File: config.mk
export PLATFORM = sky130hd
export DESIGN_NAME = toeq_ctrl
export DESIGN_NICKNAME = d
export VERILOG_FILES = /design/src/rtl/core/toeq_pkg.sv /design/src/rtl/core/toeq_ctrl.sv
export SDC_FILE = /design/constraint.sdc
export NUM_CORES = 1
export LEC_CHECK = 0
export ABC_AREA = 1
export ABC_CLOCK_PERIOD_IN_PS = 5600
export CAP_MARGIN = 5
export CORE_ASPECT_RATIO = 1.25
export CORE_MARGIN = 5
export CORE_UTILIZATION = 63
export CTS_CLUSTER_DIAMETER = 120
export CTS_CLUSTER_SIZE = 40
export DETAILED_ROUTE_END_ITERATION = 6
export DONT_BUFFER_PORTS = 1
export PLACE_DENSITY_LB_ADDON = 0.12
export SYNTH_ARGS = -nofsm -noshare
export SYNTH_HDL_FRONTEND = slang
export SYNTH_SLANG_ARGS = --single-unit
File: constraint.sdc
create_clock -name clk -period 5.6 [get_ports clk]
set_clock_uncertainty 0.05 [all_clocks]
set_input_delay 0.56 -clock clk [delete_from_list [all_inputs] [get_ports clk]]
set_output_delay 0.56 -clock clk [all_outputs]
set_load 0.005 [all_outputs]
File: src/rtl/core/toeq_pkg.sv
`timescale 1ns / 1ps
// ----------------------------------------------------------------------------
// toeq_pkg
// Shared types and codes for the timestamp ordered event queue.
// ----------------------------------------------------------------------------
package toeq_pkg;

  // Operation codes carried in the kind field
  localparam logic [1:0] KIND_SCHEDULE = 2'd0;
  localparam logic [1:0] KIND_INSERT   = 2'd1;
  localparam logic [1:0] KIND_REMOVE   = 2'd2;
  localparam logic [1:0] KIND_PEEK     = 2'd3;

  typedef enum logic [2:0] {
    ST_IDLE,
    ST_DISPATCH,
    ST_INS_CMP,
    ST_INS_PLACE,
    ST_FRONT,
    ST_RESULT
  } state_t;

  // Memory port strobes
  typedef struct packed {
    logic wr_en;
    logic rd_en;
  } mem_ctl_t;

  // Result status handed to the output register
  typedef struct packed {
    logic valid;
    logic nonempty;
    logic dropped;
  } res_ctl_t;

endpackage

File: src/rtl/core/toeq_ctrl.sv
`timescale 1ns / 1ps
// ----------------------------------------------------------------------------
// toeq_ctrl
// Sequencer: circular sorted buffer in memory, insertion by backward shift.
// ----------------------------------------------------------------------------
module toeq_ctrl #(
  parameter int QUEUE_DEPTH = 64,
  parameter int TIME_BITS   = 48,
  parameter int ID_BITS     = 16,
  localparam int AddrW      = $clog2(QUEUE_DEPTH),
  localparam int CntW       = $clog2(QUEUE_DEPTH + 1)
) (
  input  logic                  clk,
  input  logic                  rst,
  input  logic                  req_valid,
  output logic                  req_stall,
  input  logic [1:0]            kind,
  input  logic [TIME_BITS-1:0]  time_value,
  input  logic [ID_BITS-1:0]    event_id,
  input  logic [TIME_BITS-1:0]  current_time,
  output toeq_pkg::mem_ctl_t    mem_ctl,
  output logic [AddrW-1:0]      wr_addr,
  output logic [AddrW-1:0]      rd_addr,
  output logic [TIME_BITS-1:0]  wr_time,
  output logic [ID_BITS-1:0]    wr_id,
  input  logic [TIME_BITS-1:0]  rd_time,
  input  logic [ID_BITS-1:0]    rd_id,
  output toeq_pkg::res_ctl_t    res,
  input  logic                  res_take,
  output logic [CntW-1:0]       count
);

  toeq_pkg::state_t state, state_next;

  logic [AddrW-1:0]     head;
  logic [CntW-1:0]      idx;
  logic [1:0]           op;
  logic [TIME_BITS-1:0] new_time;
  logic [ID_BITS-1:0]   new_id;
  logic                 dropped;
  logic                 wr_sel_new;
  logic [TIME_BITS:0]   sched_sum;
  logic [TIME_BITS-1:0] req_time;
  logic [CntW-1:0]      count_m1;
  logic [CntW-1:0]      idx_m1;
  logic [CntW-1:0]      idx_m2;
  logic                 full;
  logic                 move_up;

  function automatic logic [AddrW-1:0] wrap(input logic [AddrW-1:0] base,
                                            input logic [AddrW-1:0] off);
    logic [AddrW:0] s;
    s = {1'b0, base} + {1'b0, off};
    if (s >= (AddrW+1)'(QUEUE_DEPTH)) begin
      s = s - (AddrW+1)'(QUEUE_DEPTH);
    end
    return s[AddrW-1:0];
  endfunction

  // Saturate the relative schedule at the largest time
  assign sched_sum = {1'b0, current_time} + {1'b0, time_value};
  assign req_time  = (kind == toeq_pkg::KIND_SCHEDULE)
                   ? (sched_sum[TIME_BITS] ? '1 : sched_sum[TIME_BITS-1:0])
                   : time_value;

  assign count_m1 = count - CntW'(1);
  assign idx_m1   = idx - CntW'(1);
  assign idx_m2   = idx - CntW'(2);
  assign full     = (count == CntW'(QUEUE_DEPTH));
  assign move_up  = (new_time < rd_time);

  always_comb begin
    state_next = state;
    unique case (state)
      toeq_pkg::ST_IDLE: begin
        if (req_valid) state_next = toeq_pkg::ST_DISPATCH;
      end
      toeq_pkg::ST_DISPATCH: begin
        unique case (op)
          toeq_pkg::KIND_SCHEDULE, toeq_pkg::KIND_INSERT: begin
            if (full) state_next = toeq_pkg::ST_FRONT;
            else if (count == '0) state_next = toeq_pkg::ST_INS_PLACE;
            else state_next = toeq_pkg::ST_INS_CMP;
          end
          toeq_pkg::KIND_REMOVE, toeq_pkg::KIND_PEEK: begin
            state_next = toeq_pkg::ST_FRONT;
          end
        endcase
      end
      toeq_pkg::ST_INS_CMP: begin
        if (!move_up) state_next = toeq_pkg::ST_FRONT;
        else if (idx == CntW'(1)) state_next = toeq_pkg::ST_INS_PLACE;
      end
      toeq_pkg::ST_INS_PLACE: state_next = toeq_pkg::ST_FRONT;
      toeq_pkg::ST_FRONT:     state_next = toeq_pkg::ST_RESULT;
      toeq_pkg::ST_RESULT: begin
        if (res_take) state_next = toeq_pkg::ST_IDLE;
      end
      default: state_next = toeq_pkg::ST_IDLE;
    endcase
  end

  always_comb begin
    req_stall     = 1'b1;
    mem_ctl       = '0;
    wr_addr       = wrap(head, idx[AddrW-1:0]);
    rd_addr       = head;
    wr_sel_new    = 1'b1;
    res           = '0;
    unique case (state)
      toeq_pkg::ST_IDLE: req_stall = 1'b0;
      toeq_pkg::ST_DISPATCH: begin
        // fetch the tail entry for the first comparison
        rd_addr       = wrap(head, count_m1[AddrW-1:0]);
        mem_ctl.rd_en = (op == toeq_pkg::KIND_SCHEDULE || op == toeq_pkg::KIND_INSERT)
                        && !full && (count != '0);
      end
      toeq_pkg::ST_INS_CMP: begin
        // shift the later entry up one slot and prefetch the one below it, or place the new entry
        mem_ctl.wr_en = 1'b1;
        wr_sel_new    = !move_up;
        rd_addr       = wrap(head, idx_m2[AddrW-1:0]);
        mem_ctl.rd_en = move_up && (idx != CntW'(1));
      end
      toeq_pkg::ST_INS_PLACE: mem_ctl.wr_en = 1'b1;
      toeq_pkg::ST_FRONT:     mem_ctl.rd_en = 1'b1;
      toeq_pkg::ST_RESULT: begin
        res.valid    = 1'b1;
        res.nonempty = (count != '0);
        res.dropped  = dropped;
      end
      default: ;
    endcase
  end

  assign wr_time = wr_sel_new ? new_time : rd_time;
  assign wr_id   = wr_sel_new ? new_id : rd_id;

  always_ff @(posedge clk) begin
    if (rst) begin
      state <= toeq_pkg::ST_IDLE;
      head  <= '0;
      count <= '0;
    end else begin
      state <= state_next;
      if (state == toeq_pkg::ST_DISPATCH && op == toeq_pkg::KIND_REMOVE && count != '0) begin
        head  <= wrap(head, AddrW'(1));
        count <= count_m1;
      end
      if ((state == toeq_pkg::ST_INS_CMP && !move_up) || state == toeq_pkg::ST_INS_PLACE) begin
        count <= count + CntW'(1);
      end
    end
  end

  always_ff @(posedge clk) begin
    if (state == toeq_pkg::ST_IDLE && req_valid) begin
      op       <= kind;
      new_time <= req_time;
      new_id   <= event_id;
      dropped  <= 1'b0;
    end
    if (state == toeq_pkg::ST_DISPATCH) begin
      idx <= count;
      if ((op == toeq_pkg::KIND_SCHEDULE || op == toeq_pkg::KIND_INSERT) && full) begin
        dropped <= 1'b1;
      end
    end
    if (state == toeq_pkg::ST_INS_CMP && move_up) begin
      idx <= idx_m1;
    end
  end

  a_count_bound: assert property (@(posedge clk) disable iff (rst)
    count <= CntW'(QUEUE_DEPTH))
    else $error("occupancy above queue depth");

  a_no_port_clash: assert property (@(posedge clk) disable iff (rst)
    mem_ctl.wr_en && mem_ctl.rd_en |-> wr_addr != rd_addr)
    else $error("read and write hit the same entry");

  a_drop_only_full: assert property (@(posedge clk) disable iff (rst)
    res.valid && res.dropped |-> full)
    else $error("insert refused while space remained");

  a_shift_idx: assert property (@(posedge clk) disable iff (rst)
    state == toeq_pkg::ST_INS_CMP |-> idx != '0)
    else $error("shift step with no entry below");

endmodule
==> results of run 1 <==
## how the worst min path moves through the flow
stage	start	endpoint	slack [ns]
floorplan	dropped	dropped	0.40
global placement	dropped	dropped	0.42
detailed placement	dropped	dropped	0.42
CTS	rst	state[1]	0.21
global route	rst	state[1]	0.21
finish	rst	state[1]	0.22
## synthesized netlist by cell type, drive strengths merged, types with 2 or more instances
master and instances:
o21bai 6, buf 17, dfxtp 17, a21o 3, o22ai 7, fa 3, a21oi 129, o21a 3
nor4 3, o21ai 140, clkbuf 13, nor3 18, xnor2 20, nand4 21, or2 9, inv 227
nand3 76, o211ai 3, ha 112, edfxtp 73, nand2 373, and2 4, nor2 169, xor2 30
a31oi 11, nor3b 2
## cell families after synthesis
group / after synthesis / share of synthesized area [%]
DFF: 90 / 25.7
and+or+nand+nor: 677 / 28.5
adders and majority gates: 115 / 14.8
AOI/OAI and AO/OA: 306 / 16.5
xor gates and xnor gates: 50 / 4.44
buffers and inverters: 257 / 10.1
## per-layer routing
metal	track usage [%]	part of all wire, %	vias up	wire (um)
li1	-	-	4891	-
met1	40.6	38	4430	12000
met2	56.4	48	507	15100
met3	6.69	8.7	96	2750
met4	17.0	5.3	0	1680
met5	0	0	-	0
## area by class of cell
| type | instances | area, um^2 | share of cell area (%) |
|---|---|---|---|
| Multi-Input combinational cell | 1148 | 6360 | 61.3 |
| Sequential cell | 90 | 2530 | 24.4 |
| Inverter | 227 | 852 | 8.22 |
| Tap cell | 212 | 265 | 2.56 |
| Clock buffer | 9 | 225 | 2.17 |
| Clock inverter | 7 | 100 | 0.966 |
| Timing Repair Buffer | 4 | 30.0 | 0.290 |
## through the flow
stage	power, W	instances
after detailed placement	0.00231	1681
after CTS	0.00299	1697
after global placement	0.00229	1681
after global routing	0.00320	1697
final	0.00299	1697
after floorplan	0.00199	1495
## power by group through the flow
stage,Clock (W),Combinational [W],Sequential [W]
CTS,0.000680,0.00127,0.00104
global route,0.000706,0.00144,0.00105
global placement,0,0.00124,0.00105
floorplan,0,0.000979,0.00101
detailed placement,0,0.00126,0.00105
finish,0.000673,0.00128,0.00104
## sequential cells by signal (all words and copies together) (netlist names)
register,count
count,7
dropped,1
head,6
idx,7
new_id,16
new_time,48
op,2
state,3
## worst max-delay path, cell delays in order, from the launching register on
cell and delay, ns:
edfxtp_1 0.45, ha_1 0.33, nand2_1 0.07, nor2_1 0.14, and2_1 0.14, nand2_1 0.12, nor3_1 0.15, nand2_1 0.18
nand3_4 0.10, buf_4 0.75, o21ai_0 0.38
==> results_dict.tcl, run 1 <==
set metrics [dict create \
    dpl.hpwl_um 26200 \
    clkTransAtPathRegs_ns 0.08 \
    worstHoldPathType "input pin to flip-flop" \
    syn_to_final_growth_pct 5.04 \
    worst_slack_ns 1.76 \
    status "complete, no violations" \
    power_frac_comb_pct 42.7 \
    ys_dominant_reg_cell "edfxtp_1" \
    htree_num_levels 3 \
    holdPathStages 1 \
    ctsResizeCount 0 \
    ys.warnings.count 0 \
    rsz0062_at_grt "false" \
    viasPerCell 5.85 \
    p_leak_nw 4.86 \
    cts_root_buf "clkbuf_16" \
    grt_pass1_vias 9341 \
    fillers 1470 \
    ios 271 \
    place.gp.congestion 1.05 \
    sw_frac_of_total_pct 42.1 \
    cts_made_buffers 9 \
    path_class "flip-flop to primary output" \
    antenna_found_initial 0 \
    postCtsHoldBufs 0 \
    netlist.area_leader.share_pct 22.2 \
    ys_types 48 \
    mostFrequentLayoutCells "nand2_1, inv_1, nor2_1" \
    syn_area_per_cell_um2 6.60 \
    grt.total_usage_pct 33.5 \
    netlist_instances 1495 \
    initial_core_util_pct 63.6 \
    required_ns 4.99 \
    maxCapViolCount 0 \
    reg2reg_slack_ns 2.24 \
    die_y_um 150 \
    diodes 0 \
    crit_path_max_fanout 123 \
    reg2reg_from "new_time[39]" \
    layout_commonest_cell "nand2_1" \
    powerDensity_nw_per_um2 289 \
    wl_per_cell_um 18.6 \
    numPortBuffers 0 \
    ys_ff_latch 90 \
    placed_cell_area_um2 10000 \
    clk-insertion-delay-late_ns 0.36 \
    worstMarginPinSlew_ns 0.988 \
    ys_seq_area_share_pct 25.7 \
    dieArea_um2 18300 \
    period_share_pct 68.5 \
    cts_tree "yes" \
    final.setup.tns_ns 0 \
    die_w_um 122 \
    fin_nets 1777 \
    yosys.area.top_type "edfxtp_1" \
    maxSlewHeadroom_pct 34.0 \
    grt_max_degree 124 \
    drt_iter0_markers 886 \
    power.internal_w 0.00173 \
    final_util_pct 66.8 \
    synth_edf_count 73 \
    cts_max_path_buffers 2 \
    critPathLaunchType "flip-flop" \
    cp-end-kind "primary output" \
    cp.arrival_ns 3.23 \
    period_minus_slack_ns 3.84 \
    drc 0 \
    first_pass_iters 5 \
    reg2regPathDepth 10 \
    num_vias 9924 \
    whs_ns 0.219 \
    synthTopCellsByArea "edfxtp_1, ha_1, nand2_1" \
    grt_pass1_wl_um 47400 \
    crit_end "wr_time[21]" \
    final_area_um2 10400 \
    hold_viol 0 \
    setup_viol 0 \
    vdd_ir_drop_max_uv 193 \
    layout-drive-gt1-share_pct 3.03 \
    clock-sinks 90 \
    share_seq_of_total_power_pct 34.8 \
    timing.rr.end "idx[6]" \
    ant_nets 0 \
    core_area_um2 15500 \
    p_clk_share_pct 22.5 \
    row_count 51 \
    wirelength_um 31500 \
    p_sw_w 0.00126 \
    fmaxAchievable_ghz 0.261 \
    slew_viol_final 0 \
    synth_nets 1792 \
    grt_overflow_total 0 \
    async_flop_share_pct 0 \
    startpoint "new_time[39]" \
    place_ws_ns 1.89 \
    syn-cell-area_um2 9860 \
    postCtsSetupBuffers 0 \
]
Power figures use the tool's default switching activity.
==> run 2: changes to the inputs <==
--- a/config.mk
+++ b/config.mk
@@ -6,7 +6,7 @@
 export NUM_CORES = 1
 export LEC_CHECK = 0
 export ABC_AREA = 1
-export ABC_CLOCK_PERIOD_IN_PS = 5600
+export ABC_CLOCK_PERIOD_IN_PS = 3700
 export CAP_MARGIN = 5
 export CORE_ASPECT_RATIO = 1.25
 export CORE_MARGIN = 5
==> constraint.sdc (replaced) <==
create_clock -name clk -period 3.7 [get_ports clk]
set_clock_uncertainty 0.05 [all_clocks]
set_input_delay 0.37 -clock clk [delete_from_list [all_inputs] [get_ports clk]]
set_output_delay 0.37 -clock clk [all_outputs]
set_load 0.005 [all_outputs]
==> run 2 against run 1 <==
Non-clock buffer count up 8; sequential share of layout area down 0.21 points; highest routed layer unchanged; final area rose by 0.86%; power up 51%; clock power rose by 48%; critical path type unchanged; sequential power grew 49%.
==> results_dict.tcl, run 2 (synthesis gave the netlist of run 1 again) <==
set metrics [dict create \
    fin_nets 1787 \
    grtUsageMet3_pct 4.73 \
    mostFrequentLayoutCells "nand2_1, inv_1, nor2_1" \
    hold_viol 0 \
    ios 271 \
    final.setup.tns_ns 0 \
    timing.rr.end "idx[6]" \
    htree_num_levels 3 \
    core_area_um2 15500 \
    postCtsHoldBufs 0 \
    grt_max_degree 53 \
    grt_pass1_vias 9522 \
    antenna_found_initial 0 \
    p_leak_nw 4.90 \
    grt_pass1_wl_um 47000 \
    power.internal_w 0.00264 \
    p_sw_w 0.00189 \
    largest_reg_flops 48 \
    place.gp.congestion 1.01 \
    wirelength_um 31400 \
    numPortBuffers 0 \
    cp_cell_sequence "ha_1 > nand2_1 > nor2_1 > and2_1 > nand2_1 > nor2_1 > nand2_1 > nand2_1 > nor2_2 > nand3_4 > buf_12 > o21ai_0" \
    layout-drive-gt1-share_pct 3.75 \
    met2_usage_pct 59.0 \
    diodes 0 \
    wl_per_cell_um 18.4 \
    cp-end-kind "primary output" \
    sw_frac_of_total_pct 41.8 \
    ant_nets 0 \
    fillers 1433 \
    first_pass_iters 5 \
    worstMarginPinSlew_ns 1.05 \
    p_clk_share_pct 22.0 \
    drt_iter0_markers 942 \
    worstHoldPathType "input pin to flip-flop" \
    period_minus_slack_ns 3.42 \
    die_y_um 150 \
    cts_tree "yes" \
    grtUsageMet1_pct 38.4 \
    reg2regPathDepth 11 \
    drc 0 \
    layout_commonest_cell "nand2_1" \
    period_share_pct 92.4 \
    startpoint "new_time[39]" \
    clock-sinks 90 \
    vdd_ir_drop_max_uv 264 \
    die_w_um 122 \
    initial_core_util_pct 63.6 \
    grt.total_usage_pct 32.8 \
    slowest_delay_ns 0.44 \
    clkTransAtPathRegs_ns 0.07 \
    share_seq_of_total_power_pct 34.3 \
    rsz0062_at_grt "false" \
    reg2reg_from "new_time[39]" \
    maxCapViolCount 0 \
    crit_end "wr_time[21]" \
    grt_overflow_total 0 \
    critPathLaunchType "flip-flop" \
    dieArea_um2 18300 \
    final_util_pct 67.4 \
    num_vias 10062 \
    maxSlewHeadroom_pct 30.2 \
    crit_path_top_delay_cell "o21ai_0" \
    viasPerCell 5.89 \
    gr-max-usage-layer "met2" \
    cts_max_path_buffers 2 \
    path_class "flip-flop to primary output" \
    largest-register "new_time" \
    clk-insertion-delay-late_ns 0.34 \
    status "complete, no violations" \
    dpl.hpwl_um 26500 \
    finalNonFillerCells 1707 \
    dp_cells 1688 \
    reg2reg_slack_ns 0.78 \
    top_regs "new_time x48, new_id x16" \
    cp.arrival_ns 3.00 \
    powerDensity_nw_per_um2 434 \
    cts_root_buf "clkbuf_16" \
    crit_path_max_fanout 52 \
    crit_top_cell "nand2_1" \
    slew_viol_final 0 \
    whs_ns 0.0426 \
    setup_viol 0 \
    required_ns 3.28 \
    cts_made_buffers 9 \
    syn_to_final_growth_pct 5.94 \
    row_count 51 \
    fmaxAchievable_ghz 0.293 \
    fin_total_pwr_w 0.00453 \
    power_frac_comb_pct 43.8 \
]
[run 2: changes by cell type in the layout (fill, tap and decap cells not counted)]
cell and change:
inv_8 +1, buf_12 +1, clkinv_4 +2, buf_4 +7, clkinvlp_4 -2, nor2_2 +1
inv_1 -2, inv_6 -1, clkinvlp_2 +1, clkinv_1 +1, inv_2 +1
[run 2: layout make-up]
type	count	area (um^2)	area share, %
multi-input combinational	1149	6360	60.9
inverter	227	856	8.19
tap	212	265	2.54
timing repair buffer	12	103	0.982
sequential	90	2530	24.2
clock buffer	9	225	2.16
clock inverter	7	101	0.970
timing repair inverter	1	5.00	0.0479
[run 2: worst max-delay path: cells and delay by family (launching register included)]
kind / cells / cell delay [ns]
flops: 1 / 0.40
buf+inv: 1 / 0.32
compound gates: 1 / 0.44
fa+ha+maj: 1 / 0.31
simple gates: 9 / 1.15
[run 2: power groups by stage]
stage	combinational, W	clock, W	sequential [W]
floorplan	0.00148	0	0.00151
global placement	0.00190	0	0.00156
detailed placement	0.00194	0	0.00157
CTS	0.00196	0.00100	0.00155
global route	0.00223	0.00105	0.00158
finish	0.00198	0.000996	0.00155
[run 2: repair_timing]
| action | CTS | global route |
|---|---|---|
| resized for setup | 0 | 2 |
| buffers inserted | 0 | 1 |
| setup endpoints to repair | 0 | 18 |
[run 2: metrics by stage]
step | setup WS, ns | instance area, um^2
2_1_floorplan | 0.843 | 9870
3_3_place_gp | 0.580 | 10100
3_5_place_dp | 0.507 | 10100
4_1_cts | 0.156 | 10400
5_1_grt | 0.0272 | 10500
6_report | 0.283 | 10500
[run 2: routing by layer]
| layer | vias up | routed length (um) |
|---|---|---|
| met5 | - | 0 |
| met4 | 0 | 1450 |
| met3 | 84 | 2490 |
| met2 | 476 | 15900 |
| met1 | 4581 | 11600 |
| li1 | 4921 | - |
[run 2: how the worst min path moves through the flow]
stage	from	to	slack, ns	depth (start not counted)
after floorplan	dropped	dropped	0.40	2
after global placement	rst	count[0]	0.39	1
after detailed placement	rst	state[1]	0.39	1
after CTS	rst	count[6]	0.03	1
after global routing	rst	count[6]	0.03	1
final	rst	count[6]	0.04	1
